## src/sv/current_loop_duty_regulator_assert.svh

```systemverilog
// assertion macros for the current loop duty regulator
`ifndef CURRENT_LOOP_DUTY_REGULATOR_ASSERT_SVH
`define CURRENT_LOOP_DUTY_REGULATOR_ASSERT_SVH

`ifndef SYNTHESIS
`define CLDR_ASSERT(lbl, prop) \
    lbl: assert property (@(posedge clk) disable iff (!rst_n) prop) \
        else $error("current loop regulator check failed");
`define CLDR_ASSERT_ALWAYS(lbl, prop) \
    lbl: assert property (@(posedge clk) prop) \
        else $error("current loop regulator check failed");
`else
`define CLDR_ASSERT(lbl, prop)
`define CLDR_ASSERT_ALWAYS(lbl, prop)
`endif

`endif

```

## src/sv/cldr_pkg.sv

```systemverilog
// constants and types of the current loop duty regulator
package cldr_pkg;

    localparam int PWM_COUNTS     = 1024;
    localparam int GAIN_FULL      = 100;
    localparam int CURRENT_MIN_UA = 4000;
    localparam int CURRENT_MAX_UA = 20000;

    localparam int SPAN_UA  = CURRENT_MAX_UA - CURRENT_MIN_UA;
    localparam int DUTY_MAX = PWM_COUNTS - 1;
    localparam int STEP_DEN = CURRENT_MAX_UA * GAIN_FULL;

    // divider: remainder width and top quotient bit of the mapping pass
    localparam int DIV_W    = 37;
    localparam int MAP_TOP  = 14;

    // rounded step: floor((STEP_PRE * x + STEP_BIAS) / STEP_ODD), x = |err| * gain,
    // with the division done as a multiply by a reciprocal and a shift
    localparam int     STEP_PRE   = 2 * PWM_COUNTS / 256;
    localparam int     STEP_ODD   = 2 * STEP_DEN / 256;
    localparam int     STEP_BIAS  = STEP_DEN / 256;
    localparam int     STEP_SHIFT = 39;
    localparam longint STEP_RECIP = ((longint'(1) << STEP_SHIFT) + STEP_ODD - 1) / STEP_ODD;

    localparam logic [19:0] RST_COND_HIGH = 20'd32000;
    localparam logic [19:0] RST_COND_LOW  = 20'd0;
    localparam logic [6:0]  RST_GAIN      = 7'd10;
    localparam logic [13:0] RST_FINE      = 14'd20;
    localparam logic [13:0] RST_COARSE    = 14'd500;

    typedef enum logic [2:0] {
        REG_CH0_HIGH = 3'd0,
        REG_CH0_LOW  = 3'd1,
        REG_CH1_HIGH = 3'd2,
        REG_CH1_LOW  = 3'd3,
        REG_CH0_GAIN = 3'd4,
        REG_CH1_GAIN = 3'd5,
        REG_FINE     = 3'd6,
        REG_COARSE   = 3'd7
    } reg_idx_t;

    typedef enum logic [8:0] {
        S_IDLE = 9'b0_0000_0001,
        S_MAP  = 9'b0_0000_0010,
        S_DSET = 9'b0_0000_0100,
        S_DIV  = 9'b0_0000_1000,
        S_TGT  = 9'b0_0001_0000,
        S_BAND = 9'b0_0010_0000,
        S_STEP = 9'b0_0100_0000,
        S_UPD  = 9'b0_1000_0000,
        S_DONE = 9'b1_0000_0000
    } state_t;

endpackage

```

## src/sv/current_loop_duty_regulator.sv

```systemverilog
// top level of the two-channel 4-20 mA loop duty regulator
//
// input channel: in_valid/in_stall carry one sample beat (channel, fresh_sample,
// conductivity, loop_current_ua). output channel: out_valid/out_stall carry one
// beat (out_channel, duty_count) for every input beat, in order.
// a fresh sample runs through a sequencer around one restoring divider for the
// conductivity-to-current mapping; outside the bands the proportional step comes
// from a reciprocal multiply. equal range bounds skip the divider pass, and a
// stale sample goes straight to write-back. in_stall is high while a sample is in
// work, so the next sample can be taken in the cycle after the result is written;
// a new sample is never taken before the last one is through.
// the result sits in an output register; the next sample is taken while it
// waits, and only the final write-back waits for out_stall to drop.
// registers sit on an APB-style port at byte address 4*index, pready always high;
// write them only while the block is idle.
// reset (rst_n low, async) restores register defaults and zero duty on both
// channels.
`include "current_loop_duty_regulator_assert.svh"

module current_loop_duty_regulator
(
    input  logic        clk,
    input  logic        rst_n,
    input  logic        in_valid,
    output logic        in_stall,
    input  logic        channel,
    input  logic        fresh_sample,
    input  logic [19:0] conductivity,
    input  logic [14:0] loop_current_ua,
    output logic        out_valid,
    input  logic        out_stall,
    output logic        out_channel,
    output logic [9:0]  duty_count,
    input  logic        psel,
    input  logic        penable,
    input  logic        pwrite,
    input  logic [4:0]  paddr,
    input  logic [31:0] pwdata,
    output logic [31:0] prdata,
    output logic        pready
);

    // configuration registers
    logic [19:0] cond_high_reg [2];
    logic [19:0] cond_low_reg  [2];
    logic [6:0]  gain_reg      [2];
    logic [13:0] fine_reg;
    logic [13:0] coarse_reg;
    logic [9:0]  duty_store_reg [2];

    cldr_pkg::state_t state_reg, state_next;
    logic out_valid_reg, out_valid_next;

    // sample and work registers
    logic        ch_reg;
    logic        fresh_reg;
    logic [19:0] cond_reg;
    logic [14:0] cur_reg;
    logic [9:0]  duty_reg, duty_next;
    logic        eq_reg, eq_next;
    logic        neg_reg, neg_next;
    logic [34:0] n_reg, n_next;
    logic [20:0] d_reg, d_next;
    logic [cldr_pkg::DIV_W-1:0] rem_reg, rem_next;
    logic [cldr_pkg::DIV_W-1:0] dsh_reg, dsh_next;
    logic [14:0] quo_reg, quo_next;
    logic [3:0]  cnt_reg, cnt_next;
    logic signed [16:0] err_reg, err_next;
    logic        out_channel_reg;
    logic [9:0]  duty_count_reg;

    logic in_take;
    logic out_free;
    logic cfg_write;
    cldr_pkg::reg_idx_t cfg_idx;

    logic [19:0] hi;
    logic [19:0] lo;
    logic [19:0] diff_hc;
    logic [19:0] diff_hl;
    logic [cldr_pkg::DIV_W-1:0] den2;
    logic        ge;
    logic [14:0] target;
    logic [15:0] aerr;
    logic        err_up;
    logic [21:0] step_x;
    logic [50:0] step_prod;
    logic [11:0] q12;
    logic [12:0] sum_up;

    function automatic logic [9:0] step_one(input logic [9:0] d, input logic up);
        logic [9:0] r;
        r = d;
        if (up)
        begin
            if (d < 10'(cldr_pkg::DUTY_MAX))
                r = d + 10'd1;
        end
        else if (d != 10'd0)
        begin
            r = d - 10'd1;
        end
        return r;
    endfunction

    assign in_stall  = (state_reg != cldr_pkg::S_IDLE);
    assign in_take   = in_valid && !in_stall;
    assign out_free  = !out_valid_reg || !out_stall;
    assign out_valid   = out_valid_reg;
    assign out_channel = out_channel_reg;
    assign duty_count  = duty_count_reg;
    assign pready    = 1'b1;
    assign cfg_write = psel && penable && pwrite;
    assign cfg_idx   = cldr_pkg::reg_idx_t'(paddr[4:2]);

    always_comb
    begin
        case (cfg_idx)
            cldr_pkg::REG_CH0_HIGH: prdata = {12'd0, cond_high_reg[0]};
            cldr_pkg::REG_CH0_LOW:  prdata = {12'd0, cond_low_reg[0]};
            cldr_pkg::REG_CH1_HIGH: prdata = {12'd0, cond_high_reg[1]};
            cldr_pkg::REG_CH1_LOW:  prdata = {12'd0, cond_low_reg[1]};
            cldr_pkg::REG_CH0_GAIN: prdata = {25'd0, gain_reg[0]};
            cldr_pkg::REG_CH1_GAIN: prdata = {25'd0, gain_reg[1]};
            cldr_pkg::REG_FINE:     prdata = {18'd0, fine_reg};
            cldr_pkg::REG_COARSE:   prdata = {18'd0, coarse_reg};
            default:                prdata = 32'd0;
        endcase
    end

    always_ff @(posedge clk or negedge rst_n)
    begin
        if (!rst_n)
        begin
            cond_high_reg[0] <= cldr_pkg::RST_COND_HIGH;
            cond_high_reg[1] <= cldr_pkg::RST_COND_HIGH;
            cond_low_reg[0]  <= cldr_pkg::RST_COND_LOW;
            cond_low_reg[1]  <= cldr_pkg::RST_COND_LOW;
            gain_reg[0]      <= cldr_pkg::RST_GAIN;
            gain_reg[1]      <= cldr_pkg::RST_GAIN;
            fine_reg         <= cldr_pkg::RST_FINE;
            coarse_reg       <= cldr_pkg::RST_COARSE;
        end
        else if (cfg_write)
        begin
            case (cfg_idx)
                cldr_pkg::REG_CH0_HIGH: cond_high_reg[0] <= pwdata[19:0];
                cldr_pkg::REG_CH0_LOW:  cond_low_reg[0]  <= pwdata[19:0];
                cldr_pkg::REG_CH1_HIGH: cond_high_reg[1] <= pwdata[19:0];
                cldr_pkg::REG_CH1_LOW:  cond_low_reg[1]  <= pwdata[19:0];
                cldr_pkg::REG_CH0_GAIN: gain_reg[0]      <= pwdata[6:0];
                cldr_pkg::REG_CH1_GAIN: gain_reg[1]      <= pwdata[6:0];
                cldr_pkg::REG_FINE:     fine_reg         <= pwdata[13:0];
                cldr_pkg::REG_COARSE:   coarse_reg       <= pwdata[13:0];
                default:                ;
            endcase
        end
    end

    // datapath pieces shared by the states
    assign hi      = cond_high_reg[ch_reg];
    assign lo      = cond_low_reg[ch_reg];
    assign diff_hc = (hi >= cond_reg) ? (hi - cond_reg) : (cond_reg - hi);
    assign diff_hl = (hi >= lo) ? (hi - lo) : (lo - hi);
    assign den2    = {{(cldr_pkg::DIV_W - 22){1'b0}}, d_reg, 1'b0};
    assign ge      = (rem_reg >= dsh_reg);
    assign aerr    = err_reg[16] ? 16'(-err_reg) : err_reg[15:0];
    assign err_up  = !err_reg[16];
    assign step_x  = {7'd0, aerr[14:0]} * {15'd0, gain_reg[ch_reg]};
    assign step_prod = {26'd0, n_reg[24:0]} * 51'(cldr_pkg::STEP_RECIP);
    assign q12     = quo_reg[11:0];
    assign sum_up  = {3'd0, duty_reg} + {1'b0, q12};

    always_comb
    begin
        if (eq_reg)
            target = (cond_reg >= hi) ? 15'(cldr_pkg::CURRENT_MAX_UA)
                                      : 15'(cldr_pkg::CURRENT_MIN_UA);
        else if (neg_reg)
            target = 15'(cldr_pkg::CURRENT_MAX_UA);
        else if (quo_reg >= 15'(cldr_pkg::SPAN_UA))
            target = 15'(cldr_pkg::CURRENT_MIN_UA);
        else
            target = 15'(cldr_pkg::CURRENT_MAX_UA) - quo_reg;
    end

    always_comb
    begin
        state_next     = state_reg;
        out_valid_next = out_valid_reg;
        duty_next      = duty_reg;
        eq_next        = eq_reg;
        neg_next       = neg_reg;
        n_next         = n_reg;
        d_next         = d_reg;
        rem_next       = rem_reg;
        dsh_next       = dsh_reg;
        quo_next       = quo_reg;
        cnt_next       = cnt_reg;
        err_next       = err_reg;

        if (out_valid_reg && !out_stall)
            out_valid_next = 1'b0;

        case (state_reg)
            cldr_pkg::S_IDLE:
            begin
                if (in_take)
                begin
                    duty_next  = duty_store_reg[channel];
                    state_next = fresh_sample ? cldr_pkg::S_MAP : cldr_pkg::S_DONE;
                end
            end
            cldr_pkg::S_MAP:
            begin
                eq_next    = (hi == lo);
                neg_next   = (hi < cond_reg) != (hi < lo);
                n_next     = {15'd0, diff_hc} * 35'(cldr_pkg::SPAN_UA);
                d_next     = {1'b0, diff_hl};
                state_next = (hi == lo) ? cldr_pkg::S_TGT : cldr_pkg::S_DSET;
            end
            cldr_pkg::S_DSET:
            begin
                // rounded quotient: (2n + d) / 2d
                rem_next   = {1'b0, n_reg, 1'b0} + cldr_pkg::DIV_W'(d_reg);
                quo_next   = 15'd0;
                dsh_next   = den2 << cldr_pkg::MAP_TOP;
                cnt_next   = 4'(cldr_pkg::MAP_TOP);
                state_next = cldr_pkg::S_DIV;
            end
            cldr_pkg::S_DIV:
            begin
                if (ge)
                    rem_next = rem_reg - dsh_reg;
                quo_next = {quo_reg[13:0], ge};
                dsh_next = dsh_reg >> 1;
                cnt_next = cnt_reg - 4'd1;
                if (cnt_reg == 4'd0)
                    state_next = cldr_pkg::S_TGT;
            end
            cldr_pkg::S_TGT:
            begin
                err_next   = $signed({2'b00, target}) - $signed({2'b00, cur_reg});
                state_next = cldr_pkg::S_BAND;
            end
            cldr_pkg::S_BAND:
            begin
                if (aerr <= {2'b00, fine_reg})
                begin
                    state_next = cldr_pkg::S_DONE;
                end
                else if (aerr < {2'b00, coarse_reg})
                begin
                    duty_next  = step_one(duty_reg, err_up);
                    state_next = cldr_pkg::S_DONE;
                end
                else
                begin
                    n_next     = {13'd0, step_x} * 35'(cldr_pkg::STEP_PRE)
                                 + 35'(cldr_pkg::STEP_BIAS);
                    state_next = cldr_pkg::S_STEP;
                end
            end
            cldr_pkg::S_STEP:
            begin
                quo_next   = {3'd0, step_prod[cldr_pkg::STEP_SHIFT +: 12]};
                state_next = cldr_pkg::S_UPD;
            end
            cldr_pkg::S_UPD:
            begin
                if (q12 == 12'd0)
                    duty_next = step_one(duty_reg, err_up);
                else if (err_up)
                    duty_next = (sum_up < 13'(cldr_pkg::DUTY_MAX)) ? sum_up[9:0]
                                                                    : step_one(duty_reg, 1'b1);
                else
                    duty_next = ({2'b00, duty_reg} > q12) ? (duty_reg - q12[9:0])
                                                          : step_one(duty_reg, 1'b0);
                state_next = cldr_pkg::S_DONE;
            end
            cldr_pkg::S_DONE:
            begin
                if (out_free)
                begin
                    out_valid_next = 1'b1;
                    state_next     = cldr_pkg::S_IDLE;
                end
            end
            default:
            begin
                state_next = cldr_pkg::S_IDLE;
            end
        endcase
    end

    always_ff @(posedge clk or negedge rst_n)
    begin
        if (!rst_n)
        begin
            state_reg         <= cldr_pkg::S_IDLE;
            out_valid_reg     <= 1'b0;
            duty_store_reg[0] <= 10'd0;
            duty_store_reg[1] <= 10'd0;
        end
        else
        begin
            state_reg     <= state_next;
            out_valid_reg <= out_valid_next;
            if (state_reg == cldr_pkg::S_DONE && out_free)
                duty_store_reg[ch_reg] <= duty_reg;
        end
    end

    // payload and work registers
    always_ff @(posedge clk)
    begin
        if (in_take)
        begin
            ch_reg    <= channel;
            fresh_reg <= fresh_sample;
            cond_reg  <= conductivity;
            cur_reg   <= loop_current_ua;
        end
        if (state_reg == cldr_pkg::S_DONE && out_free)
        begin
            out_channel_reg <= ch_reg;
            duty_count_reg  <= duty_reg;
        end
        duty_reg  <= duty_next;
        eq_reg    <= eq_next;
        neg_reg   <= neg_next;
        n_reg     <= n_next;
        d_reg     <= d_next;
        rem_reg   <= rem_next;
        dsh_reg   <= dsh_next;
        quo_reg   <= quo_next;
        cnt_reg   <= cnt_next;
        err_reg   <= err_next;
    end

    // stale sample goes straight to write-back
    `CLDR_ASSERT(a_stale_skip,
        (in_take && !fresh_sample) |=> (state_reg == cldr_pkg::S_DONE && !fresh_reg))
    // divider pass ends in the state that uses its quotient
    `CLDR_ASSERT(a_div_exit,
        (state_reg == cldr_pkg::S_DIV && cnt_reg == 4'd0) |=>
        (state_reg == cldr_pkg::S_TGT))
    // proportional step always fits below the top quotient bit
    `CLDR_ASSERT(a_step_range, (state_reg == cldr_pkg::S_UPD) |-> !quo_reg[11])
    // fine band leaves the duty alone
    `CLDR_ASSERT(a_fine_hold,
        (state_reg == cldr_pkg::S_BAND && aerr <= {2'b00, fine_reg}) |=>
        (state_reg == cldr_pkg::S_DONE && $stable(duty_reg)))
    // reported duty matches the stored duty of that channel
    `CLDR_ASSERT(a_report_store,
        (state_reg == cldr_pkg::S_DONE && out_free) |=>
        (out_valid_reg && duty_count_reg == duty_store_reg[out_channel_reg]))
    `CLDR_ASSERT_ALWAYS(a_state_onehot, !rst_n || $onehot(state_reg))

endmodule

```

## config.mk

```make
export PLATFORM = sky130hd
export DESIGN_NAME = current_loop_duty_regulator
export DESIGN_NICKNAME = d
export VERILOG_FILES = /design/src/sv/cldr_pkg.sv /design/src/sv/current_loop_duty_regulator.sv
export VERILOG_INCLUDE_DIRS = /design/src /design/src/sv
export SDC_FILE = /design/constraint.sdc
export NUM_CORES = 2
export LEC_CHECK = 0
export ABC_AREA = 1
export CORE_ASPECT_RATIO = 0.75
export CORE_UTILIZATION = 41
export CTS_BUF_LIST = sky130_fd_sc_hd__clkbuf_8 sky130_fd_sc_hd__clkbuf_16
export CTS_CLUSTER_SIZE = 12
export DETAILED_ROUTE_END_ITERATION = 8
export DONT_BUFFER_PORTS = 1
export GPL_ROUTABILITY_DRIVEN = 0
export MAX_ROUTING_LAYER = met4
export SYNTH_ARGS = -nofsm -noshare
export SYNTH_HDL_FRONTEND = slang
export SYNTH_SLANG_ARGS = --single-unit
```

## constraint.sdc

```tcl
create_clock -name clk -period 22.2 [get_ports clk]
set_input_delay 4.44 -clock clk [delete_from_list [all_inputs] [get_ports clk]]
set_output_delay 4.44 -clock clk [all_outputs]
set_load 0.03 [all_outputs]
```

### Yosys cells after proc, flatten, opt, wreduce, memory -nomap -nowiden

Cells that the tools add are included.

* register bits: 375
* bits in latches: 0
* bits in read-only memories: 0
* output and inout bits: 46
* word-level logic and storage cells: 171
* memories: 0
* RAM bits: 0
* input port bits: 81

* muxes and demuxes: 53
* $add $sub $neg: 15
* magnitude comparators: 15
* bitwise operators: 2
* reductions and logical operators: 30
* divide/modulo/power cells: 0
* shift operators: 0
* equal/unequal tests: 26
* $mul: 3

Operators by type and width (number)
* one-hot mux 32 bit (8 select lines): 1
* 2-to-1 mux 20 bit: 8
* one-hot mux 37 bit (2 select lines): 2
* 2-to-1 mux 10 bit: 14
* one-hot mux 9 bit (9 select lines): 1
* subtractor 20 bit: 4
* 2-to-1 mux 35 bit: 2
* one-hot mux 35 bit (2 select lines): 1
* >= comparator 20 bit: 3
* 2-to-1 mux 15 bit: 4
* 2-to-1 mux 9 bit: 6
* multiplier 25 x 26 -> 51 bit (second input constant): 1
* one-hot mux 15 bit (3 select lines): 1
* < comparator 20 bit: 2
* adder 36 x 20 -> 37 bit: 1
* >= comparator 37 bit: 1
* 2-to-1 mux 37 bit: 1
* subtractor 37 bit: 1
* one-hot mux 10 bit (3 select lines): 1
* multiplier 20 x 7 -> 27 bit (second input constant): 1
* adder 25 x 13 -> 26 bit (second input constant): 1
* multiplier 15 x 7 -> 22 bit: 1
* 2-to-1 mux 7 bit: 3
* bitwise mux 20 bit: 1
* other kinds (50): 82

### Logic depth before layout (Yosys ltp)

* word-level depth: 9
* mapped depth: 43

### Worst setup path after synthesis

No wires, ideal clock.

* kind: input-to-output
* from: input paddr[3]
* to: output prdata[4]
* path buffers: 1
* data required time: 17.760 ns
* arrival time: 5.626 ns
* stages: 7
* setup slack: 12.134 ns
* path through: inv_1 > nor3_2 > inv_1 > clkbuf_1 > o22ai_1 > a21oi_1 > nand3_1

* cells in the longest elaborated chain, start to end: 2

Ends and longest elaborated chain
* start: declaration: RTL line current_loop_duty_regulator.sv:37 `input logic [4:0] paddr,`
* == test 3 bit, or another cell as far along: RTL line current_loop_duty_regulator.sv:118 `case (cfg_idx)`
* one-hot mux 32 bit (8 select lines) (*): RTL line current_loop_duty_regulator.sv:118
* end: declaration: RTL line current_loop_duty_regulator.sv:39 `output logic [31:0] prdata,`

Mark *: on every way between the ends. The rest lies on a longest branch, timed or not. The select of a mux whose other input is x is not followed.

### Final worst setup path

Ends and elaborated chain as after synthesis.

==> impl_metrics.env <==
export IMPL_status="complete, no violations"
export IMPL_drt_iter0_markers=3625
export IMPL_crit_fanout=13
export IMPL_numCtsBuffers=43
export IMPL_drc=0
export IMPL_portBuffers=0
export IMPL_async_flop_share=0.411
export IMPL_area_growth_pct=6.58
export IMPL_num_vias=37900
export IMPL_hp_class="flip-flop to flip-flop"
export IMPL_synth_warnings=0
export IMPL_finalHoldViolations=0
export IMPL_nNetsFinal=6666
export IMPL_top_layer="met4"
export IMPL_yosysSeqAreaShare=0.234
export IMPL_antennaDiodeCount=0
export IMPL_viasPerCell=5.28
export IMPL_antenna_found_initial=1
export IMPL_die_w_um=382
export IMPL_initial_core_util=0.414
export IMPL_layout_worst_path_cycle_share=0.497
export IMPL_crit_arrival_ns=6.60
export IMPL_synth_distinct_cells=66
export IMPL_cts_root_buf="clkbuf_16"
export IMPL_fmax_ghz=0.0906
export IMPL_mostFrequentLayoutCell="nand2_1"
export IMPL_post_cts_resized=0
export IMPL_hold_worst_slack_ns=0.485
export IMPL_post_route_worst_setup_slack_ns=11.16
export IMPL_syn_area_sq_um=44400
export IMPL_cts_tree="done"
export IMPL_post_dp_hpwl_um=109000
export IMPL_setup_worst_path_end_class="primary output"
export IMPL_final_util=0.441
export IMPL_setup_viol=0
export IMPL_core_area_sq_um=107000
export IMPL_core_rowCount=104
export IMPL_overflow=0
export IMPL_rsz0062_at_grt="no"
export IMPL_final_cell_mix="nand2_1, inv_1, ha_1"
export IMPL_clock_skew_final_ns=0.0463
export IMPL_wl_met2_um=54100
export IMPL_clk_latency_ns=0.63
export IMPL_grt_usage=0.248
export IMPL_grt_pass1_wl_um=206000
export IMPL_h_tree_depth=2
export IMPL_routed_wl_um=132000
export IMPL_antenna_left=0
export IMPL_drv_slew=0
export IMPL_dpl_worst_slack_ns=11.24
export IMPL_cts_hold_buf=0
export IMPL_cts_sinks=370
export IMPL_grt_max_degree=153
export IMPL_met1Wirelength_um=65600
export IMPL_worst_setup_path_start_kind="input port"
export IMPL_routedWlPerCell_um=18.5
export IMPL_wl_met3_um=10700
export IMPL_cts_setup_buffers=0
export IMPL_synth_edf_count=218
export IMPL_cts_buffer_depth=3
export IMPL_die_area_sq_um=110000
export IMPL_tightest_slew_ns=1.17
export IMPL_die_h_um=287
export IMPL_synth_ff_type="edfxtp_1"
export IMPL_ios=127
export IMPL_period_needed_ns=11.04
export IMPL_maxCapViolCount=0
export IMPL_drive_gt1_frac=0.0366
export IMPL_synth_avg_cell_area_sq_um=7.73
export IMPL_clk_pin_slew_worst_paths_ns=0.06
export IMPL_grt_pass1_vias=35300
export IMPL_worst_setup_path_type="input port to primary output"
export IMPL_relSlewSlack=0.218
export IMPL_synth_seq_cells=370
export IMPL_cp_required_ns=17.76
export IMPL_setup_tns_ns=0
export IMPL_syn_inst=5749
export IMPL_drt_pre_antenna_iters=6
## kinds of logic (layout without fill, tap and decap cells)
kind of cell	after synthesis	after routing	synth area share
multiplexers	4	4	0.000901
flip-flops	370	370	0.234
other	2	13	0.000169
AND/OR/NAND/NOR	2014	2014	0.188
XOR/XNOR	128	128	0.0252
buffers and inverters	1253	1238	0.109
adder cells (fa/ha/maj)	874	874	0.305
AO/OA/AOI/OAI	1104	1104	0.138
## routing by layer
layer  vias to the layer above  track usage
met5                         -            -
met1                     18000        0.379
li1                      18400            -
met2                      1368        0.349
met3                       137       0.0330
met4                         0       0.0411
## metrics by stage
| step | std cells | cell area (sq um) |
|---|---|---|
| 6_report | 7176 | 47300 |
| 5_1_grt | 7176 | 47300 |
| 4_1_cts | 7176 | 47300 |
| 3_5_place_dp | 7097 | 45900 |
| 3_3_place_gp | 7097 | 45900 |
| 2_1_floorplan | 5760 | 44500 |
## worst paths after layout
| check | startpoint | endpoint | slack [ns] | cells past startpoint |
|---|---|---|---|---|
| worst min-delay path | duty_store_reg[6]$_DFFE_PN0P_ | duty_store_reg[6]$_DFFE_PN0P_ | 0.49 | 2 |
| min in group asynchronous | rst_n | cond_high_reg[37]$_DFFE_PN0P_ | 3.51 | 0 |
| worst max register to register | ch_reg$_DFFE_PP_ | n_reg[30]$_SDFFCE_PP0P_ | 12.66 | 30 |
| worst min register to register | duty_store_reg[6]$_DFFE_PN0P_ | duty_store_reg[6]$_DFFE_PN0P_ | 0.49 | 2 |
| max in group asynchronous | rst_n | fine_reg[2]$_DFFE_PN1P_ | 18.38 | 0 |
| worst max-delay path | paddr[3] | prdata[4] | 11.16 | 6 |
## layout make-up
class                   instances  area (sq um)
fillers                     10900         60000
clock inverters                31           312
inverters                    1132          4250
well taps                    1431          1790
flip-flops and latches        370         10400
repair buffers                 27           203
clock buffers                  48          1140
multi-input cells            4137         29300
## Yosys cell counts, types with 12 or more instances
| cell | instances | area (sq um) |
|---|---|---|
| inv_1 | 1114 | 4180 |
| dfrtp_1 | 127 | 3180 |
| ha_1 | 526 | 6580 |
| a31oi_1 | 27 | 169 |
| buf_2 | 22 | 110 |
| xnor2_1 | 33 | 289 |
| a21oi_1 | 382 | 1910 |
| nand2_2 | 16 | 100 |
| o21bai_1 | 24 | 180 |
| o21ai_0 | 487 | 2440 |
| nand3_1 | 206 | 1030 |
| buf_4 | 18 | 135 |
| clkbuf_1 | 72 | 270 |
| nand3b_1 | 12 | 90.1 |
| inv_2 | 13 | 48.8 |
| dfstp_2 | 25 | 657 |
| o21a_1 | 16 | 120 |
| fa_1 | 348 | 6970 |
| o211ai_1 | 15 | 113 |
| nor2_1 | 440 | 1650 |
| o22ai_1 | 22 | 138 |
| xor2_1 | 95 | 832 |
| or2_2 | 24 | 150 |
| nor3_1 | 63 | 315 |
| nand4_1 | 36 | 225 |
| edfxtp_1 | 218 | 6550 |
| a21o_1 | 37 | 278 |
| nand2_1 | 1163 | 4370 |
## worst max-delay path: stages
cell and delay [ns]:
inv_1 0.08, nor3_2 0.79, inv_1 0.60, o22ai_1 0.25, a21oi_1 0.09, nand3_1 0.34
Power is not shown: default switching activity piles up to over one toggle a cycle in this logic, so the estimate is an artifact.
